--- src/hdl/mmrc_pkg.sv ---
package mmrc_pkg;

  // Field widths
  localparam int unsigned TypeW     = 32;
  localparam int unsigned AddrW     = 64;
  localparam int unsigned SizeW     = 64;
  localparam int unsigned PagesW    = 52;
  localparam int unsigned PageShift = 12;
  localparam int unsigned ClassW    = 3;
  localparam int unsigned IndexW    = 7;

  localparam int unsigned MaxDescDefault = 128;

  // Output queue depth, power of two, at least 2
  localparam int unsigned OutDepth = 4;

  // Firmware memory type codes
  localparam logic [TypeW-1:0] MtReserved     = 32'd0;
  localparam logic [TypeW-1:0] MtLoaderCode   = 32'd1;
  localparam logic [TypeW-1:0] MtLoaderData   = 32'd2;
  localparam logic [TypeW-1:0] MtBootCode     = 32'd3;
  localparam logic [TypeW-1:0] MtBootData     = 32'd4;
  localparam logic [TypeW-1:0] MtRuntimeCode  = 32'd5;
  localparam logic [TypeW-1:0] MtRuntimeData  = 32'd6;
  localparam logic [TypeW-1:0] MtConventional = 32'd7;
  localparam logic [TypeW-1:0] MtAcpiReclaim  = 32'd9;
  localparam logic [TypeW-1:0] MtAcpiNvs      = 32'd10;
  localparam logic [TypeW-1:0] MtMmio         = 32'd11;
  localparam logic [TypeW-1:0] MtMmioPort     = 32'd12;
  localparam logic [TypeW-1:0] MtPalCode      = 32'd13;
  localparam logic [TypeW-1:0] MtOemBase      = 32'h8000_0000;

  typedef enum logic [ClassW-1:0] {
    ClsNone     = 3'd0,
    ClsRam      = 3'd1,
    ClsReserved = 3'd2,
    ClsAcpi     = 3'd3,
    ClsNvs      = 3'd4,
    ClsUnusable = 3'd5
  } class_e;

  typedef struct packed {
    logic [TypeW-1:0]  mem_type;
    logic [AddrW-1:0]  phys_start;
    logic [PagesW-1:0] page_count;
    logic              map_end;
  } desc_t;

  typedef struct packed {
    logic [AddrW-1:0]  region_addr;
    logic [SizeW-1:0]  region_size;
    class_e            region_class;
    logic [IndexW-1:0] region_index;
    logic              final_region;
    logic              map_too_long;
  } region_t;

  // Up to two results written into the output queue per descriptor
  typedef struct packed {
    logic [1:0] cnt;
    region_t    r0;
    region_t    r1;
  } push_t;

  function automatic class_e mmrc_classify(logic [TypeW-1:0] t, logic rt_reserved);
    class_e c;
    case (t)
      MtReserved, MtPalCode:       c = ClsReserved;
      MtRuntimeCode, MtRuntimeData: c = rt_reserved ? ClsReserved : ClsRam;
      MtAcpiReclaim:               c = ClsAcpi;
      MtAcpiNvs:                   c = ClsNvs;
      MtLoaderCode, MtLoaderData, MtBootCode, MtBootData, MtConventional:
                                   c = ClsRam;
      MtMmio, MtMmioPort:          c = ClsNone;
      default:                     c = (t >= MtOemBase) ? ClsRam : ClsUnusable;
    endcase
    return c;
  endfunction

endpackage

--- src/hdl/mmrc_if.sv ---
interface mmrc_desc_if;
  import mmrc_pkg::*;
  logic              valid;
  logic              ready;
  logic [TypeW-1:0]  mem_type;
  logic [AddrW-1:0]  phys_start;
  logic [PagesW-1:0] page_count;
  logic              map_end;
  modport source (output valid, mem_type, phys_start, page_count, map_end, input ready);
  modport sink   (input valid, mem_type, phys_start, page_count, map_end, output ready);
endinterface

interface mmrc_cfg_if;
  logic valid;
  logic ready;
  logic runtime_as_reserved;
  modport source (output valid, runtime_as_reserved, input ready);
  modport sink   (input valid, runtime_as_reserved, output ready);
endinterface

interface mmrc_region_if;
  import mmrc_pkg::*;
  logic              valid;
  logic              ready;
  logic [AddrW-1:0]  region_addr;
  logic [SizeW-1:0]  region_size;
  logic [ClassW-1:0] region_class;
  logic [IndexW-1:0] region_index;
  logic              final_region;
  logic              map_too_long;
  modport source (output valid, region_addr, region_size, region_class, region_index,
                  final_region, map_too_long, input ready);
  modport sink   (input valid, region_addr, region_size, region_class, region_index,
                  final_region, map_too_long, output ready);
endinterface

--- src/hdl/memory_map_region_coalescer.sv ---
// Memory map region coalescer. Each transfer on desc_i is one firmware memory
// descriptor; its type is mapped to a legacy class (RAM, reserved, ACPI, NVS,
// unusable) and I/O types are dropped. A single pending region is held and grown
// while descriptors of the same class start exactly at its end; otherwise the
// pending region goes out on region_o with its table index and a new one opens.
// The map_end descriptor flushes the pending region marked final_region, or emits
// one empty final marker if the map gave no region. A map of more than
// MaxDescriptors descriptors ends in a single map_too_long result, and earlier
// regions of that map must be dropped by the consumer. Rate: one descriptor per
// clock while the output queue has room for two results; a descriptor is held in
// the input register, and its results are written from there into the output
// queue, whose head is offered on region_o. A descriptor can produce two results
// while region_o moves one per clock, so sustained rate is set by the output side:
// the four-entry output queue accepts a descriptor whenever it has room for two
// results. runtime_as_reserved is written through cfg_i (always ready); the user
// must write it only while the block is idle, which the block does not enforce.
module memory_map_region_coalescer #(
  parameter int unsigned MaxDescriptors = mmrc_pkg::MaxDescDefault
) (
  input  logic          clk_i,
  input  logic          rst_ni,
  mmrc_desc_if.sink     desc_i,
  mmrc_cfg_if.sink      cfg_i,
  mmrc_region_if.source region_o
);
  import mmrc_pkg::*;

  logic  rt_reserved_q;
  logic  room2;
  push_t push;

  // config register, single bit, no address
  assign cfg_i.ready = 1'b1;

  always_ff @(posedge clk_i or negedge rst_ni) begin
    if (!rst_ni) begin
      rt_reserved_q <= 1'b0;
    end else if (cfg_i.valid) begin
      rt_reserved_q <= cfg_i.runtime_as_reserved;
    end
  end

  // classify, merge and emit
  mmrc_core #(
    .MaxDesc (MaxDescriptors)
  ) u_core (
    .clk_i         (clk_i),
    .rst_ni        (rst_ni),
    .rt_reserved_i (rt_reserved_q),
    .room2_i       (room2),
    .desc_i        (desc_i),
    .push_o        (push)
  );

  // result queue toward region_o
  mmrc_outq u_outq (
    .clk_i    (clk_i),
    .rst_ni   (rst_ni),
    .push_i   (push),
    .room2_o  (room2),
    .region_o (region_o)
  );

endmodule

--- src/hdl/mmrc_core.sv ---
module mmrc_core #(
  parameter int unsigned MaxDesc = mmrc_pkg::MaxDescDefault
) (
  input  logic            clk_i,
  input  logic            rst_ni,
  input  logic            rt_reserved_i,
  input  logic            room2_i,
  mmrc_desc_if.sink       desc_i,
  output mmrc_pkg::push_t push_o
);
  import mmrc_pkg::*;

  localparam int unsigned SeenW = $clog2(MaxDesc + 2);

  // input register
  logic  iv_q, iv_d;
  desc_t item_q;
  logic  take, drain;

  // pending region
  logic              pv_q, pv_d;
  logic [AddrW-1:0]  paddr_q, paddr_d;
  logic [SizeW-1:0]  psize_q, psize_d;
  logic [AddrW-1:0]  pend_q, pend_d;   // paddr + psize, kept for the adjacency test
  class_e            pcls_q, pcls_d;
  logic [IndexW-1:0] ridx_q, ridx_d;
  logic [SeenW-1:0]  seen_q, seen_d;

  logic              over, ext;
  class_e            cls;
  logic [SizeW-1:0]  size;
  region_t           fin;
  push_t             push;

  assign drain        = iv_q && room2_i;
  assign desc_i.ready = !iv_q || drain;
  assign take         = desc_i.valid && desc_i.ready;
  assign push_o       = push;

  always_comb begin
    iv_d = iv_q;
    if (take) begin
      iv_d = 1'b1;
    end else if (drain) begin
      iv_d = 1'b0;
    end
  end

  always_comb begin
    over = seen_q >= SeenW'(MaxDesc);
    cls  = mmrc_classify(item_q.mem_type, rt_reserved_i);
    size = {item_q.page_count, {PageShift{1'b0}}};
    ext  = pv_q && (cls != ClsNone) && (cls == pcls_q) && (pend_q == item_q.phys_start);

    pv_d    = pv_q;
    paddr_d = paddr_q;
    psize_d = psize_q;
    pend_d  = pend_q;
    pcls_d  = pcls_q;
    ridx_d  = ridx_q;
    seen_d  = seen_q;
    fin     = '0;
    push    = '0;

    if (drain) begin
      if (seen_q <= SeenW'(MaxDesc)) begin
        seen_d = seen_q + SeenW'(1);
      end
      if (over) begin
        // past the limit: swallow, one error result at map end
        if (item_q.map_end) begin
          push.cnt             = 2'd1;
          push.r0.final_region = 1'b1;
          push.r0.map_too_long = 1'b1;
          pv_d   = 1'b0;
          ridx_d = '0;
          seen_d = '0;
        end
      end else begin
        if (cls != ClsNone) begin
          if (ext) begin
            psize_d = psize_q + size;
            pend_d  = pend_q + size;
          end else begin
            if (pv_q) begin
              push.cnt             = 2'd1;
              push.r0.region_addr  = paddr_q;
              push.r0.region_size  = psize_q;
              push.r0.region_class = pcls_q;
              push.r0.region_index = ridx_q;
              ridx_d               = ridx_q + IndexW'(1);
            end
            pv_d    = 1'b1;
            paddr_d = item_q.phys_start;
            psize_d = size;
            pend_d  = item_q.phys_start + size;
            pcls_d  = cls;
          end
        end
        if (item_q.map_end) begin
          // flush, or empty marker when nothing was produced
          fin.final_region = 1'b1;
          if (pv_d) begin
            fin.region_addr  = paddr_d;
            fin.region_size  = psize_d;
            fin.region_class = pcls_d;
            fin.region_index = ridx_d;
          end
          if (push.cnt == 2'd0) begin
            push.r0 = fin;
          end else begin
            push.r1 = fin;
          end
          push.cnt = push.cnt + 2'd1;
          pv_d     = 1'b0;
          ridx_d   = '0;
          seen_d   = '0;
        end
      end
    end
  end

  always_ff @(posedge clk_i or negedge rst_ni) begin
    if (!rst_ni) begin
      iv_q   <= 1'b0;
      pv_q   <= 1'b0;
      ridx_q <= '0;
      seen_q <= '0;
    end else begin
      iv_q   <= iv_d;
      pv_q   <= pv_d;
      ridx_q <= ridx_d;
      seen_q <= seen_d;
    end
  end

  always_ff @(posedge clk_i) begin
    if (take) begin
      item_q.mem_type   <= desc_i.mem_type;
      item_q.phys_start <= desc_i.phys_start;
      item_q.page_count <= desc_i.page_count;
      item_q.map_end    <= desc_i.map_end;
    end
    paddr_q <= paddr_d;
    psize_q <= psize_d;
    pend_q  <= pend_d;
    pcls_q  <= pcls_d;
  end

`ifndef NO_ASSERTIONS
  a_seen_bound: assert property (@(posedge clk_i) disable iff (!rst_ni)
    seen_q <= SeenW'(MaxDesc + 1))
    else $error("descriptor count past saturation");

  a_push_only_on_drain: assert property (@(posedge clk_i) disable iff (!rst_ni)
    (push.cnt != 2'd0) |-> drain)
    else $error("result pushed without a descriptor");

  a_map_end_clears: assert property (@(posedge clk_i) disable iff (!rst_ni)
    (drain && item_q.map_end) |=> (!pv_q && seen_q == '0 && ridx_q == '0))
    else $error("map state not cleared after last descriptor");
`endif

endmodule

--- src/hdl/mmrc_outq.sv ---
module mmrc_outq (
  input  logic            clk_i,
  input  logic            rst_ni,
  input  mmrc_pkg::push_t push_i,
  output logic            room2_o,
  mmrc_region_if.source   region_o
);
  import mmrc_pkg::*;

  localparam int unsigned PtrW = $clog2(OutDepth);
  localparam int unsigned CntW = $clog2(OutDepth + 1);

  region_t         ent_q [OutDepth];
  logic [PtrW-1:0] wptr_q, rptr_q;
  logic [CntW-1:0] cnt_q, free;
  logic            pop;
  region_t         head;

  assign head    = ent_q[rptr_q];
  assign pop     = region_o.valid && region_o.ready;
  assign free    = CntW'(OutDepth) - cnt_q;
  assign room2_o = free >= CntW'(2);

  assign region_o.valid        = cnt_q != '0;
  assign region_o.region_addr  = head.region_addr;
  assign region_o.region_size  = head.region_size;
  assign region_o.region_class = head.region_class;
  assign region_o.region_index = head.region_index;
  assign region_o.final_region = head.final_region;
  assign region_o.map_too_long = head.map_too_long;

  always_ff @(posedge clk_i or negedge rst_ni) begin
    if (!rst_ni) begin
      wptr_q <= '0;
      rptr_q <= '0;
      cnt_q  <= '0;
    end else begin
      wptr_q <= wptr_q + PtrW'(push_i.cnt);
      rptr_q <= rptr_q + PtrW'(pop);
      cnt_q  <= cnt_q + CntW'(push_i.cnt) - CntW'(pop);
    end
  end

  always_ff @(posedge clk_i) begin
    if (push_i.cnt != 2'd0) begin
      ent_q[wptr_q] <= push_i.r0;
    end
    if (push_i.cnt == 2'd2) begin
      ent_q[wptr_q + PtrW'(1)] <= push_i.r1;
    end
  end

`ifndef NO_ASSERTIONS
  a_no_overflow: assert property (@(posedge clk_i) disable iff (!rst_ni)
    CntW'(push_i.cnt) <= free)
    else $error("output queue overflow");

  a_cnt_bound: assert property (@(posedge clk_i) disable iff (!rst_ni)
    cnt_q <= CntW'(OutDepth))
    else $error("output queue count out of range");

  a_ptr_match: assert property (@(posedge clk_i) disable iff (!rst_ni)
    cnt_q[PtrW-1:0] == PtrW'(wptr_q - rptr_q))
    else $error("output queue pointers disagree with count");
`endif

endmodule

--- src/flat_wrapper.sv ---
// flat-port wrapper written by rule: the top's interface ports become plain ports
module memory_map_region_coalescer_flat import mmrc_pkg::*;
#(
  parameter int unsigned MaxDescriptors = mmrc_pkg::MaxDescDefault
)
  (clk_i, rst_ni, desc_i_valid, desc_i_mem_type, desc_i_phys_start, desc_i_page_count, desc_i_map_end, desc_i_ready, cfg_i_valid, cfg_i_runtime_as_reserved, cfg_i_ready, region_o_valid, region_o_region_addr, region_o_region_size, region_o_region_class, region_o_region_index, region_o_final_region, region_o_map_too_long, region_o_ready);
  mmrc_desc_if desc_i_i ();
  mmrc_cfg_if cfg_i_i ();
  mmrc_region_if region_o_i ();
  input  logic clk_i;
  input  logic rst_ni;
  input wire logic [$bits(desc_i_i.valid)-1:0] desc_i_valid;
  input wire logic [$bits(desc_i_i.mem_type)-1:0] desc_i_mem_type;
  input wire logic [$bits(desc_i_i.phys_start)-1:0] desc_i_phys_start;
  input wire logic [$bits(desc_i_i.page_count)-1:0] desc_i_page_count;
  input wire logic [$bits(desc_i_i.map_end)-1:0] desc_i_map_end;
  output wire logic [$bits(desc_i_i.ready)-1:0] desc_i_ready;
  input wire logic [$bits(cfg_i_i.valid)-1:0] cfg_i_valid;
  input wire logic [$bits(cfg_i_i.runtime_as_reserved)-1:0] cfg_i_runtime_as_reserved;
  output wire logic [$bits(cfg_i_i.ready)-1:0] cfg_i_ready;
  output wire logic [$bits(region_o_i.valid)-1:0] region_o_valid;
  output wire logic [$bits(region_o_i.region_addr)-1:0] region_o_region_addr;
  output wire logic [$bits(region_o_i.region_size)-1:0] region_o_region_size;
  output wire logic [$bits(region_o_i.region_class)-1:0] region_o_region_class;
  output wire logic [$bits(region_o_i.region_index)-1:0] region_o_region_index;
  output wire logic [$bits(region_o_i.final_region)-1:0] region_o_final_region;
  output wire logic [$bits(region_o_i.map_too_long)-1:0] region_o_map_too_long;
  input wire logic [$bits(region_o_i.ready)-1:0] region_o_ready;
  assign desc_i_i.valid = desc_i_valid;
  assign desc_i_i.mem_type = desc_i_mem_type;
  assign desc_i_i.phys_start = desc_i_phys_start;
  assign desc_i_i.page_count = desc_i_page_count;
  assign desc_i_i.map_end = desc_i_map_end;
  assign desc_i_ready = desc_i_i.ready;
  assign cfg_i_i.valid = cfg_i_valid;
  assign cfg_i_i.runtime_as_reserved = cfg_i_runtime_as_reserved;
  assign cfg_i_ready = cfg_i_i.ready;
  assign region_o_valid = region_o_i.valid;
  assign region_o_region_addr = region_o_i.region_addr;
  assign region_o_region_size = region_o_i.region_size;
  assign region_o_region_class = region_o_i.region_class;
  assign region_o_region_index = region_o_i.region_index;
  assign region_o_final_region = region_o_i.final_region;
  assign region_o_map_too_long = region_o_i.map_too_long;
  assign region_o_i.ready = region_o_ready;
  memory_map_region_coalescer #(.MaxDescriptors(MaxDescriptors)) u_core (.clk_i(clk_i), .rst_ni(rst_ni), .desc_i(desc_i_i), .cfg_i(cfg_i_i), .region_o(region_o_i));
endmodule
--- config.mk ---
export PLATFORM = sky130hd
export DESIGN_NAME = memory_map_region_coalescer_flat
export DESIGN_NICKNAME = d
export VERILOG_FILES = /design/src/hdl/mmrc_pkg.sv /design/src/hdl/mmrc_if.sv /design/src/hdl/memory_map_region_coalescer.sv /design/src/hdl/mmrc_core.sv /design/src/hdl/mmrc_outq.sv /design/src/flat_wrapper.sv
export SDC_FILE = /design/constraint.sdc
export NUM_CORES = 2
export LEC_CHECK = 0
export BUFFER_PORTS_ARGS = -buffer_cell sky130_fd_sc_hd__buf_2
export CORE_ASPECT_RATIO = 0.5
export CORE_UTILIZATION = 30
export CTS_BUF_LIST = sky130_fd_sc_hd__clkbuf_8
export DETAILED_ROUTE_END_ITERATION = 10
export HOLD_SLACK_MARGIN = 0.08
export SLEW_MARGIN = 20
export SYNTH_ARGS = -nofsm -noshare
export SYNTH_HDL_FRONTEND = slang
export SYNTH_SLANG_ARGS = --single-unit
--- constraint.sdc ---
create_clock -name clk_i -period 6.57 [get_ports clk_i]
set_input_delay 0.657 -clock clk_i [delete_from_list [all_inputs] [get_ports clk_i]]
set_output_delay 0.657 -clock clk_i [all_outputs]
set_load 0.01 [all_outputs]
# == Word-level counts from Yosys, hierarchy flattened ==
# Memories as Yosys holds them, arrays and structs flattened.
# Index checks and enable logic that the tools add are counted.
# totals
out_inout_bits,143
ff_bits,369
wordCells,120
mem_bits_rw,560
memories,1
input_bits,155
# classes
bitwise,1
n_mux,47
add_sub_neg,12
n_reduce_logical,23
order_cmp,4
n_eq_ne,16
# memory_table
name,depth,word_bits,rd,rd_ports_with_merged_regs,wr,line,source
u_core.u_outq.ent_q,4,140,1,0,2,mmrc_outq.sv:13,region_t ent_q [OutDepth];
# ops
operator,n
140-bit 2-to-1 mux,5
282-bit 2-to-1 mux,2
139-bit 2-to-1 mux,3
64-bit 2-to-1 mux,5
138-bit 2-to-1 mux,2
64-bit adder,3
32-bit by 4-bit == test with 1-bit output (second input constant),5
32-bit by 3-bit == test with 1-bit output (second input constant),4
32-bit by 2-bit == test with 1-bit output (second input constant),2
64-bit == test,1
7-bit 2-to-1 mux,6
32-bit by 1-bit == test with 1-bit output (second input constant),1
32-bit greater-or-equal comparator (second input constant),1
32-bit logical NOT,1
3-bit case mux with 6 select lines,1
8-bit 2-to-1 mux,2
1-bit 2-to-1 mux,14
3-bit 2-to-1 mux,3
8-bit by 1-bit adder with 8-bit output (second input constant),1
8-bit greater-or-equal comparator (second input constant),1
8-bit <= comparator (second input constant),1
2-bit 2-to-1 mux,4
7-bit by 1-bit adder with 7-bit output (second input constant),1
1-bit logical AND,6
20 further kinds,28

# == Longest topological paths before layout ==
# depth
depth_word,19
mapped_depth,23
depth_no_buf,17

# == Cells and area by module ==
# From an unflattened synthesis, not the netlist that was laid out.
# unflattened
cells_unflattened,3696
area_unflattened_um2,50913.8
# modules_own_cells
mod,cells_per_inst,area_each_um2,n_inst,seq_area_each_um2
mmrc_outq,1399,27784.1,1,16991.3
mmrc_core,2293,23078.4,1,10755.3
memory_map_region_coalescer,4,51.3,1,25.0

# == Least setup slack after synthesis ==
# OpenSTA, ideal clock, no wires.
# synth_path
path_type,reg-to-reg
from,register u_core.u_core.item_q[120] (netlist name)
to,"memory u_core.u_outq.ent_q[0][100] (netlist name), enable pin"
required_ps,6067
path_stages_with_launch,15
path_buffers,3
setup_ps,503
period_less_slack_ps,6635
path_slack_ps,-65
arrival_time_ps,6132
path_cell_list,edfxtp_1 > a21o_1 > a211o_1 > a21o_1 > a21o_1 > a211oi_2 > o211ai_2 > and3_1 > buf_4 > buf_6 > buf_2 > ha_1 > nor2_1 > nand3_1 > nand2_1
# synth_lines
element,line,source
start: declaration,mmrc_core.sv:17,desc_t item_q;
end: declaration,mmrc_outq.sv:13,

==> run metrics <==
status=finished, final reports clean; Post-Place Worst Slack=1.19 ns; count leader, synth=edfxtp_1; Max Cap Viol=0; via/cell ratio=5.51; Worst Path Max Fanout=17; Clock Skew=0.0465 ns; final max-slew violation count=0; Post-synth top cells=900 x edfxtp_1, 438 x nand2_1, 268 x a22o_1; Die ar.=158000 um2; RSZ-0062 raised after global routing=no; CP Launch Point=u_core.u_core.item_q[121]$_DFFE_PP_; Crit Path Class=flop to flop; Tot Pwr=24.9 mW; Clock transition at path regs=0.07 ns; power per cell area=between 400 and 500 nW/um2; final hold vios=0; Top Ports=between 200 and 300; P_leak=between 20 and 25 nW; clock latency on the worst-skew pair=0.88 ns; largest net degree at the start of global routing=roughly 160; Starting Density=30.3%; HPWL after detailed placement=103000 um; peak supply drop=approximately 0.53 mV; total setup buffers inserted after CTS=0; Final Cycle Share=86.3%; Sw Ratio=40.6%; nets@finish=approximately 4300; Total Neg Setup Slack=0 ns; cell taking the most area after synthesis=edfxtp_1; first-pass GRT wire length=between 200000 and 250000 um; share of cells above drive strength 1=18.0%; largest cells by area after synthesis=edfxtp_1 58%, mux4_2 6.7%, a22o_1 5.0%, nand2_1 3.5%, ha_1 3.1%; Gate power share=39.5%; clock network fraction of design power=19.3%; element type at the critical path end=flop; CTS Buf Count=152; area share of the largest cell type after synthesis=57.5%; initial antenna violation count=8; Final Critical Period=around 5.7 ns; Yosys Warn Count=0; Worst Path Required=7.28 ns; count of different cell masters after synthesis=93; register area share after synthesis=59.0%; htree depth=4; Hold Path Class=input pin to flop; top_reg_cell synth=edfxtp_1; Placed Area=50700 um2; area delta synth->final=17.1%; DRT antenna net count=0; CORE AREA=about 160000 um2; vias in the first global route=34000; I/O Buffers=296; CTS Sinks=929; 1st-iter DRT viols=3716; hold-fix buffers at CTS=153; CTS root buf=clkbuf_8; fill count=14900; die height=282 um; Die W=562 um; Sequential Area=27700 um2; Wirelength per Cell=25.7 um; Net Sw Power=10.1 mW; RD Place Congestion=0.955; Cell Rows=between 100 and 150; via count of the routed design=~34000; Synth Area per Inst=between 10 and 15 um2; Reg2Reg Launch Point=u_core.u_core.item_q[121]$_DFFE_PP_; Synth Cell Area=47000 um2; post-route cell area=55000 um2; Critical Path AT=6.38 ns; routed wire length=161000 um; worst rel slew slack=22.8%; Multi-input gate area=17800 um2; Reg power frac=approximately two fifths; EDFF count, synth=900; # DRC=0; Final WS setup=0.901 ns; global route overflow=0; Worst-Margin Slew=1.16 ns; GRT Util Overall=19.8%; Final Setup Violations=0; ys async rst share=2.69%; worst-case clock buffer depth=3; Post-Synthesis Cells=3683; hold_sp=region_o_ready; #FFs+latches synth=929; startpoint types=flop; First-pass DRT Iterations=6; cell internal pwr=14.8 mW; CTS tree=built; PostCTS Resize Cnt=0; syn nets=3957; Max Clock Freq=176 MHz
==> critical path, cell delays in order, from the launching register on <==
cell      delay [ns]
edfxtp_1        0.40
nor4_1          0.54
nand4_1         0.35
nor2_1          0.26
inv_1           0.10
a211oi_2        0.37
o211ai_2        0.22
and3_1          0.29
ha_1            0.34
nor3_1          0.08
nor2_1          0.31
nand2_1         0.28
nor2_1          0.25
nand2_1         0.29
o21ai_4         0.81
buf_4           0.40
a22o_1          0.17
==> power groups by stage <==
stage | logic, mW | registers, mW | clock network (mW)
finish | 9.85 | 10.3 | 4.82
detailed placement | 9.75 | 10.3 | 0
global route | 10.5 | 10.4 | 5.12
CTS | 9.87 | 10.2 | 4.87
global placement | 9.72 | 10.2 | 0
floorplan | 6.49 | 9.78 | 0
==> per-layer routing <==
metal,track usage [%],share of wire (%),vias up
li1,-,-,15000
met1,25.6,40,17300
met2,32.3,47,1787
met3,3.79,8.5,308
met4,9.15,4.1,0
met5,0,0,-
==> kinds of logic (layout without fill, tap and decap cells) <==
group / after synthesis / count (layout) / synth area share, %
other: 1 / 7 / 0.00798
DFF: 929 / 929 / 59.0
muxes: 159 / 159 / 7.13
xor gates and xnor gates: 146 / 146 / 2.72
adders and majority gates: 119 / 119 / 3.22
buffers and inverters: 385 / 864 / 3.40
and+or+nand+nor: 928 / 928 / 9.21
AOI/OAI and AO/OA: 1016 / 1016 / 15.3
==> path summary, 6_finish.rpt <==
kind	to	slack (ns)	depth (start not counted)
max	u_core.u_outq.ent_q[0][95]$_DFFE_PP_	0.90	16
min	u_core.u_outq.rptr_q[0]$_DFF_PN0_	0.25	3
max reg2reg	u_core.u_outq.ent_q[0][95]$_DFFE_PP_	0.90	16
min reg2reg	u_core.u_outq.ent_q[1][0]$_SDFFE_PP0P_	0.48	2
max in group asynchronous	u_core.u_outq.rptr_q[0]$_DFF_PN0_	5.78	2
min in group asynchronous	u_core.u_core.iv_q$_DFFE_PN0P_	0.32	2
==> area by class of cell <==
cell class	instances	share of cell area, %
diodes	6	0.0273
clock buffers	157	3.93
clock inverters	104	1.08
inverters	94	0.651
multi-input cells	2369	32.4
flip-flops and latches	929	50.4
well taps	2080	4.73
repair buffers	509	6.71
==> registers in the layout (all words and copies together), names as in the netlist, 2 cells and up <==
signal	count
u_core.u_core.ridx_q	7
u_core.u_outq.cnt_q	3
u_core.u_outq.rptr_q	2
u_core.u_outq.ent_q	560
u_core.u_core.psize_q	64
u_core.u_core.paddr_q	64
u_core.u_outq.wptr_q	2
u_core.u_core.pend_q	64
u_core.u_core.pcls_q	3
u_core.u_core.seen_q	8
u_core.u_core.item_q	149
==> placed cells by master, fill, tap and decap left out, types with 19 or more instances in the layout <==
cell,count
edfxtp_1,900
nand2_1,434
buf_2,296
a22o_1,268
a21oi_1,158
clkbuf_8,157
dlygate4sd3_1,153
mux4_2,140
nor2_1,138
inv_1,134
o22ai_1,133
o21ai_0,121
xnor2_1,116
ha_1,116
and2_1,70
nand3_1,51
nand4_1,51
nand2b_1,50
a21o_1,46
buf_4,42
a31oi_1,37
o211ai_1,33
o21ai_1,32
clkinv_1,31
xor2_1,30
nor3_1,29
dfrtp_1,23
o21bai_1,22
a32o_1,22
nor2b_1,19
==> through the flow <==
| stage | hold WS (ns) | instances | util [%] |
|---|---|---|---|
| after global routing | 0.278 | 6246 | 35.5 |
| after CTS | 0.188 | 6242 | 35.5 |
| after floorplan | 0.361 | 3683 | - |
| final | 0.254 | 6248 | 35.5 |
| after global placement | 0.459 | 5828 | 32.7 |
| after detailed placement | 0.465 | 5828 | 32.7 |
No activity file was read; power rests on OpenSTA's default activity.
